**src/sv/dspt_pkg.sv**
```systemverilog
`timescale 1ns / 1ps
`default_nettype none
// ----------------------------------------------------------------------------
// dspt_pkg
// Types, constants and helpers shared by the degradation step transition unit.
// ----------------------------------------------------------------------------
package dspt_pkg;

  localparam int unsigned MaxSteps = 32;
  localparam int unsigned MaxDyes  = 7;
  localparam int unsigned StepW    = 5;
  localparam int unsigned CountW   = 3;
  localparam int unsigned ProbW    = 32;
  localparam int unsigned AddrW    = 1 + StepW + 2 * CountW;
  localparam int unsigned CfgIdxW  = 2;

  localparam logic [ProbW-1:0]  QOne       = 32'h8000_0000;
  localparam logic [CountW-1:0] CountMax   = CountW'(MaxDyes);
  localparam logic [StepW-1:0]  LastStepRst = StepW'(MaxSteps - 1);

  typedef enum logic [1:0] {
    ACT_DYE  = 2'd0,
    ACT_LOAD = 2'd1,
    ACT_COMP = 2'd2,
    ACT_READ = 2'd3
  } action_e;

  localparam logic [CfgIdxW-1:0] CFG_P_FAILURE = 2'd0;
  localparam logic [CfgIdxW-1:0] CFG_DIRECTION = 2'd1;
  localparam logic [CfgIdxW-1:0] CFG_LAST_STEP = 2'd2;

  localparam logic [1:0] CH_NONE = 2'd0;
  localparam logic [1:0] CH_ONE  = 2'd1;
  localparam logic [1:0] CH_TWO  = 2'd2;

  typedef struct packed {
    logic [1:0]        action;
    logic [StepW-1:0]  step_index;
    logic [1:0]        dye_channel;
    logic [CountW-1:0] count_first;
    logic [CountW-1:0] count_second;
    logic              broken_plane;
    logic [ProbW-1:0]  prob_value;
  } in_t;

  typedef struct packed {
    logic [ProbW-1:0] read_value;
    logic             done_flag;
    logic             saturated;
  } out_t;

  function automatic logic [ProbW-1:0] clamp_one(logic [ProbW-1:0] v);
    return (v > QOne) ? QOne : v;
  endfunction

  function automatic logic [AddrW-1:0] tensor_addr(logic plane, logic [StepW-1:0] t,
                                                   logic [CountW-1:0] a,
                                                   logic [CountW-1:0] b);
    return {plane, t, a, b};
  endfunction

  // n/d truncated to Q1.31, one when n >= d or d is zero
  function automatic logic [ProbW-1:0] q_ratio(logic [CountW-1:0] n, logic [CountW-1:0] d);
    logic [ProbW-1:0] r;
    r = QOne;
    if (d != '0 && n < d) begin
      case ({d, n})
        6'o21: r = 32'h4000_0000;
        6'o31: r = 32'h2AAA_AAAA;
        6'o32: r = 32'h5555_5555;
        6'o41: r = 32'h2000_0000;
        6'o42: r = 32'h4000_0000;
        6'o43: r = 32'h6000_0000;
        6'o51: r = 32'h1999_9999;
        6'o52: r = 32'h3333_3333;
        6'o53: r = 32'h4CCC_CCCC;
        6'o54: r = 32'h6666_6666;
        6'o61: r = 32'h1555_5555;
        6'o62: r = 32'h2AAA_AAAA;
        6'o63: r = 32'h4000_0000;
        6'o64: r = 32'h5555_5555;
        6'o65: r = 32'h6AAA_AAAA;
        6'o71: r = 32'h1249_2492;
        6'o72: r = 32'h2492_4924;
        6'o73: r = 32'h36DB_6DB6;
        6'o74: r = 32'h4924_9249;
        6'o75: r = 32'h5B6D_B6DB;
        6'o76: r = 32'h6DB6_DB6D;
        default: r = '0;
      endcase
    end
    return r;
  endfunction

endpackage
`default_nettype wire

```
**src/sv/dspt_qmul.sv**
```systemverilog
`timescale 1ns / 1ps
`default_nettype none
// ----------------------------------------------------------------------------
// dspt_qmul
// Shared Q1.31 multiplier with truncation and a registered product.
// ----------------------------------------------------------------------------
module dspt_qmul
  import dspt_pkg::*;
(
  input  wire logic             clk_i,
  input  wire logic             en_i,
  input  wire logic [ProbW-1:0] x_i,
  input  wire logic [ProbW-1:0] y_i,
  output logic      [ProbW-1:0] prod_o
);

  logic [2*ProbW-1:0] full;

  assign full = {{ProbW{1'b0}}, x_i} * {{ProbW{1'b0}}, y_i};

  always_ff @(posedge clk_i) begin
    if (en_i) begin
      prod_o <= full[2*ProbW-2:ProbW-1];
    end
  end

endmodule
`default_nettype wire

```
**config.mk**
```make
export PLATFORM = sky130hd
export DESIGN_NAME = dspt_qmul
export DESIGN_NICKNAME = d
export VERILOG_FILES = /design/src/sv/dspt_pkg.sv /design/src/sv/dspt_qmul.sv
export SDC_FILE = /design/constraint.sdc
export NUM_CORES = 2
export LEC_CHECK = 0
export BUFFER_PORTS_ARGS = -buffer_cell sky130_fd_sc_hd__buf_4
export CAP_MARGIN = 20
export CORE_MARGIN = 2
export CORE_UTILIZATION = 55
export DETAILED_ROUTE_END_ITERATION = 12
export PLACE_DENSITY = 0.8
export SYNTH_ARGS = -nofsm -noshare
export SYNTH_HDL_FRONTEND = slang
export SYNTH_SLANG_ARGS = --single-unit
```
**constraint.sdc**
```tcl
create_clock -name clk_i -period 8.55 [get_ports clk_i]
set_clock_uncertainty 0.15 [all_clocks]
set_input_delay 0.4275 -clock clk_i [delete_from_list [all_inputs] [get_ports clk_i]]
set_output_delay 0.4275 -clock clk_i [all_outputs]
set_load 0.02 [all_outputs]
```
# [After elaboration in Yosys (flattened, before gate mapping)]
# Cells that the tools add are included.
[classes] multipliers=1
[ops] op="32-bit by 32-bit multiplier with 63-bit output" n=1
[word_totals] reg_bits=32 inputBits=66 wordCells=2

# [Logic depth before layout (Yosys ltp)]
[depth] word_depth=1 mapped_depth=29 ltp_nobuf=28

# [Least setup slack after synthesis]
# OpenSTA, ideal clock, no wires.
[synth_path] kind="in2reg" from="input x_i[30]" to="register prod_o[31] (data pin)" arrival_ns=7.043 required_time_ns=8.140 path_slack_ns=1.097 path_stages=27 path_cell_list="clkbuf_1 > nand2_1 > fa_1 > inv_1 > fa_1 > fa_1 > inv_1 > fa_1 > inv_1 > fa_1 > fa_1 > fa_1 > inv_1 > fa_1 > inv_1 > ha_1 > clkbuf_1 > a211oi_1 > o21ai_0 > a41oi_1 > o41ai_1 > a221oi_1 > nand2_1 > a31oi_4 > o211ai_2 > a21oi_1 > xnor2_1"
[synth_between] elab_chain_len=1
[synth_lines] item="start: declaration" line="dspt_qmul.sv:12" source="input wire logic [ProbW-1:0] x_i,"
[synth_lines] item="32-bit by 32-bit multiplier with 63-bit output" line="dspt_qmul.sv:19" source="assign full = {{ProbW{1'b0}}, x_i} * {{ProbW{1'b0}}, y_i};"
[synth_lines] item="via full[62]" line="dspt_qmul.sv:17" source="logic [2*ProbW-1:0] full;"
[synth_lines] item="end signal: assignment" line="dspt_qmul.sv:23" source="prod_o <= full[2*ProbW-2:ProbW-1];"
[synth_lines] item="end: declaration" line="dspt_qmul.sv:14" source="output logic [ProbW-1:0] prod_o"
# The timed path passes the listed nets, and every way through them passes these cells.
# A chain may end at the register's enable or synchronous reset.

# [Worst setup path after layout]
[layout_path] from="input y_i[9]" to="register prod_o[31] (data pin)"
[layout_between] elab_chain_len=1
[layout_lines] item="start: declaration" line="dspt_qmul.sv:13" source="input wire logic [ProbW-1:0] y_i,"
[layout_lines] item="32-bit by 32-bit multiplier with 63-bit output" line="dspt_qmul.sv:19"
[layout_lines] item="via full[62]" line="dspt_qmul.sv:17"
# The timed path passes the listed nets, and every way through them passes these cells.

==> metrics <==
Post-Syn Nets 4766; starting density of the core 0.552; Routed Wire Length 91100 microns; number of flip-flops under the largest register name 32; number of buffers inserted to repair setup after CTS 0; layout overhead on the synthesized area 4.81%; maximum fanout encountered on the critical timing path 32; clock-pin slew of the registers on the worst-case setup and hold paths 0.06 ns; number of instances in the synthesized netlist 3552; cell count after placement 4299; registers with the highest flip-flop counts prod_o: 32 flops; Crit path arrival time 8.01 ns; average routed wire per standard cell 21.1 microns; horizontal die dimension 250 microns; Hold Crit Endpoint prod_o[21]; Std-Cell Rows 90; All-Layer GR Usage 0.307; top cells by area in the synthesized netlist sky130_fd_sc_hd__fa_1 54%, sky130_fd_sc_hd__and2_1 11%, sky130_fd_sc_hd__inv_1 9.7%; fraction of final layout cells sized beyond drive strength 1 0.0494; Final Max Tran Viols 0; max capacitance violation total 0; Synth cell types 52; fmax 123 MHz; Avg Synthesized Cell Area 9.33 sq um; routability cong. 0.955; first-iteration detailed-routing DRC count 1935; class of the most critical setup path in -> reg; number of sinks on the clock net 32; clock root buffer sky130_fd_sc_hd__clkbuf_16; first-pass GRT wire length 147000 microns; post-route minimum period 8.11 ns; core area 60000 sq um; initial antenna violation count 2; Worst slew margin 0.562; min-delay src en_i; number of buffers on the longest clock path 2; remaining number of nets flagged by the antenna check after routing 0; Layout Utilization 0.579; transition at the pin with the smallest max-transition slack 0.651 ns; dpl hpwl 71800 microns; setup violators final 0; launching element type of the critical path primary input; Gates resized, CTS repair 0; number of enable-type register cells in the synthesized netlist 32; Ys Warns 0; DR vias 24300; die footprint 62300 sq um; number of endpoints with negative hold slack in the final report 0; share of the synthesized area in the top cell type 0.540; Vias/cell 5.65; final net count 4738; register bank with the most flops prod_o; cell accounting for the most synthesized area sky130_fd_sc_hd__fa_1; number of buffers inserted by port buffering 97; setup repair after global routing missed its margin false; Overflow after GRT 0; Fin Setup TNS 0 ns; result of the run completed; Tcrit/Tclk final 0.949; I/O pin count 98; data required time of the critical path 8.44 ns; number of search-and-repair iterations in the first detailed-routing pass 6; critical path endpoint category flip-flop; count of unresolved DRC violations after routing 0; height of the die 250 microns; clock tree from TritonCTS yes; proportion of synthesized flip-flops having asynchronous set or reset 0; post-synthesis register bit count 32; HP Class in -> reg; post-route non-filler standard cell count 4308; fraction of the yosys area taken by sequential cells 0.0290; TritonCTS buffer count 5; number of hold buffers added after cts 0; Synth Flop Type sky130_fd_sc_hd__edfxtp_1; most used standard cell by instance count after synthesis sky130_fd_sc_hd__fa_1; maximum number of pins on one net before global-route repair 33; leading post-synthesis cells by instance count 894 x sky130_fd_sc_hd__fa_1, 860 x sky130_fd_sc_hd__inv_1, 585 x sky130_fd_sc_hd__and2_1; Worst Hold Depth 1; area of the mapped netlist 33200 sq um; vias in the first global route 27600; fill cell count 5140; level count of the clock H-tree 2
==> worst max path at each step <==
| stage | slack, ns | endpoint | start | depth (start not counted) |
|---|---|---|---|---|
| floorplan | 1.10 | prod_o[31] | x_i[30] | 27 |
| detailed placement | 0.27 | prod_o[17] | x_i[11] | 28 |
| global placement | 0.35 | prod_o[17] | x_i[9] | 29 |
| finish | 0.44 | prod_o[31] | y_i[9] | 24 |
| CTS | 0.57 | prod_o[31] | y_i[8] | 24 |
| global route | 0.14 | prod_o[31] | y_i[9] | 24 |
==> critical path: stages <==
cell,delay [ns]
sky130_fd_sc_hd__buf_4,0.42
sky130_fd_sc_hd__nand2_1,0.17
sky130_fd_sc_hd__fa_1,0.53
sky130_fd_sc_hd__fa_1,0.53
sky130_fd_sc_hd__fa_1,0.54
sky130_fd_sc_hd__fa_1,0.52
sky130_fd_sc_hd__inv_1,0.06
sky130_fd_sc_hd__fa_1,0.56
sky130_fd_sc_hd__fa_1,0.43
sky130_fd_sc_hd__fa_1,0.46
sky130_fd_sc_hd__fa_1,0.44
sky130_fd_sc_hd__ha_1,0.41
sky130_fd_sc_hd__a211oi_1,0.27
sky130_fd_sc_hd__buf_4,0.16
sky130_fd_sc_hd__o21ai_0,0.10
sky130_fd_sc_hd__a41oi_1,0.50
sky130_fd_sc_hd__o41ai_1,0.21
sky130_fd_sc_hd__a221oi_1,0.33
sky130_fd_sc_hd__buf_4,0.18
sky130_fd_sc_hd__nand2_1,0.11
sky130_fd_sc_hd__a31oi_4,0.24
sky130_fd_sc_hd__o211ai_2,0.13
sky130_fd_sc_hd__a21oi_1,0.18
sky130_fd_sc_hd__xnor2_1,0.09
==> kinds of logic after synthesis <==
kind of cell,share of synthesized area
AO/OA/AOI/OAI,0.0293
XOR/XNOR,0.00951
adder cells (fa/ha/maj),0.636
buffers and inverters,0.119
flip-flops,0.0290
AND/OR/NAND/NOR,0.177
==> final cells by class <==
cell class | count | area, sq um | share of cell area
Antenna cell | 1 | 2.50 | 0.0000720
Tap cell | 782 | 978 | 0.0282
Clock buffer | 5 | 125 | 0.00360
Clock inverter | 3 | 18.8 | 0.000540
Sequential cell | 32 | 961 | 0.0277
Inverter | 860 | 3230 | 0.0929
Timing Repair Buffer | 160 | 1200 | 0.0346
Multi-Input combinational cell | 2465 | 28200 | 0.813
==> cells in the final DEF, fill, tap and decap left out, types with 3 or more instances in the layout <==
master                      netlist  layout
sky130_fd_sc_hd__nand2b_1         5       5
sky130_fd_sc_hd__nor3_1           6       6
sky130_fd_sc_hd__o211ai_1         3       3
sky130_fd_sc_hd__and2_1         585     585
sky130_fd_sc_hd__o2111ai_1        3       3
sky130_fd_sc_hd__nor2b_1          6       6
sky130_fd_sc_hd__a221oi_1         3       3
sky130_fd_sc_hd__and4_1           3       3
sky130_fd_sc_hd__clkbuf_16        0       5
sky130_fd_sc_hd__nand3_1         12      12
sky130_fd_sc_hd__o21ai_0         23      23
sky130_fd_sc_hd__a21oi_1         42      42
sky130_fd_sc_hd__and3_1           8       8
sky130_fd_sc_hd__inv_1          860     860
sky130_fd_sc_hd__buf_4            0     160
sky130_fd_sc_hd__o21a_1           5       5
sky130_fd_sc_hd__xor2_1          13      13
sky130_fd_sc_hd__nor4_1           3       3
sky130_fd_sc_hd__edfxtp_1        32      32
sky130_fd_sc_hd__a211oi_1        10      10
sky130_fd_sc_hd__a21o_1          25      25
sky130_fd_sc_hd__nor2_1          26      26
sky130_fd_sc_hd__ha_1           254     254
sky130_fd_sc_hd__nand4_1          8       8
sky130_fd_sc_hd__xnor2_1         23      23
sky130_fd_sc_hd__fa_1           894     894
sky130_fd_sc_hd__nand2_1        468     468
sky130_fd_sc_hd__o21bai_1         5       5
==> metrics by stage <==
step / hold slack [ns] / area [sq um] / setup slack [ns]
after floorplan: 0.390 / 33200 / 1.10
after global placement: 0.721 / 34600 / 0.354
after detailed placement: 0.709 / 34600 / 0.268
after CTS: 0.489 / 34700 / 0.571
after global routing: 0.486 / 34700 / 0.135
final: 0.467 / 34800 / 0.437
==> per-layer routing <==
layer,wire length (microns),vias to the layer above,part of all wire,global-route usage
met5,26,-,0.00029,0
met4,5520,4,0.061,0.159
met3,8640,353,0.095,0.0509
met2,44500,1320,0.49,0.521
met1,32400,12500,0.36,0.380
li1,-,10100,-,-
Power is left out: the tool's default activity adds up to more than one toggle a clock period on the data nets, which glitch-free logic cannot reach.
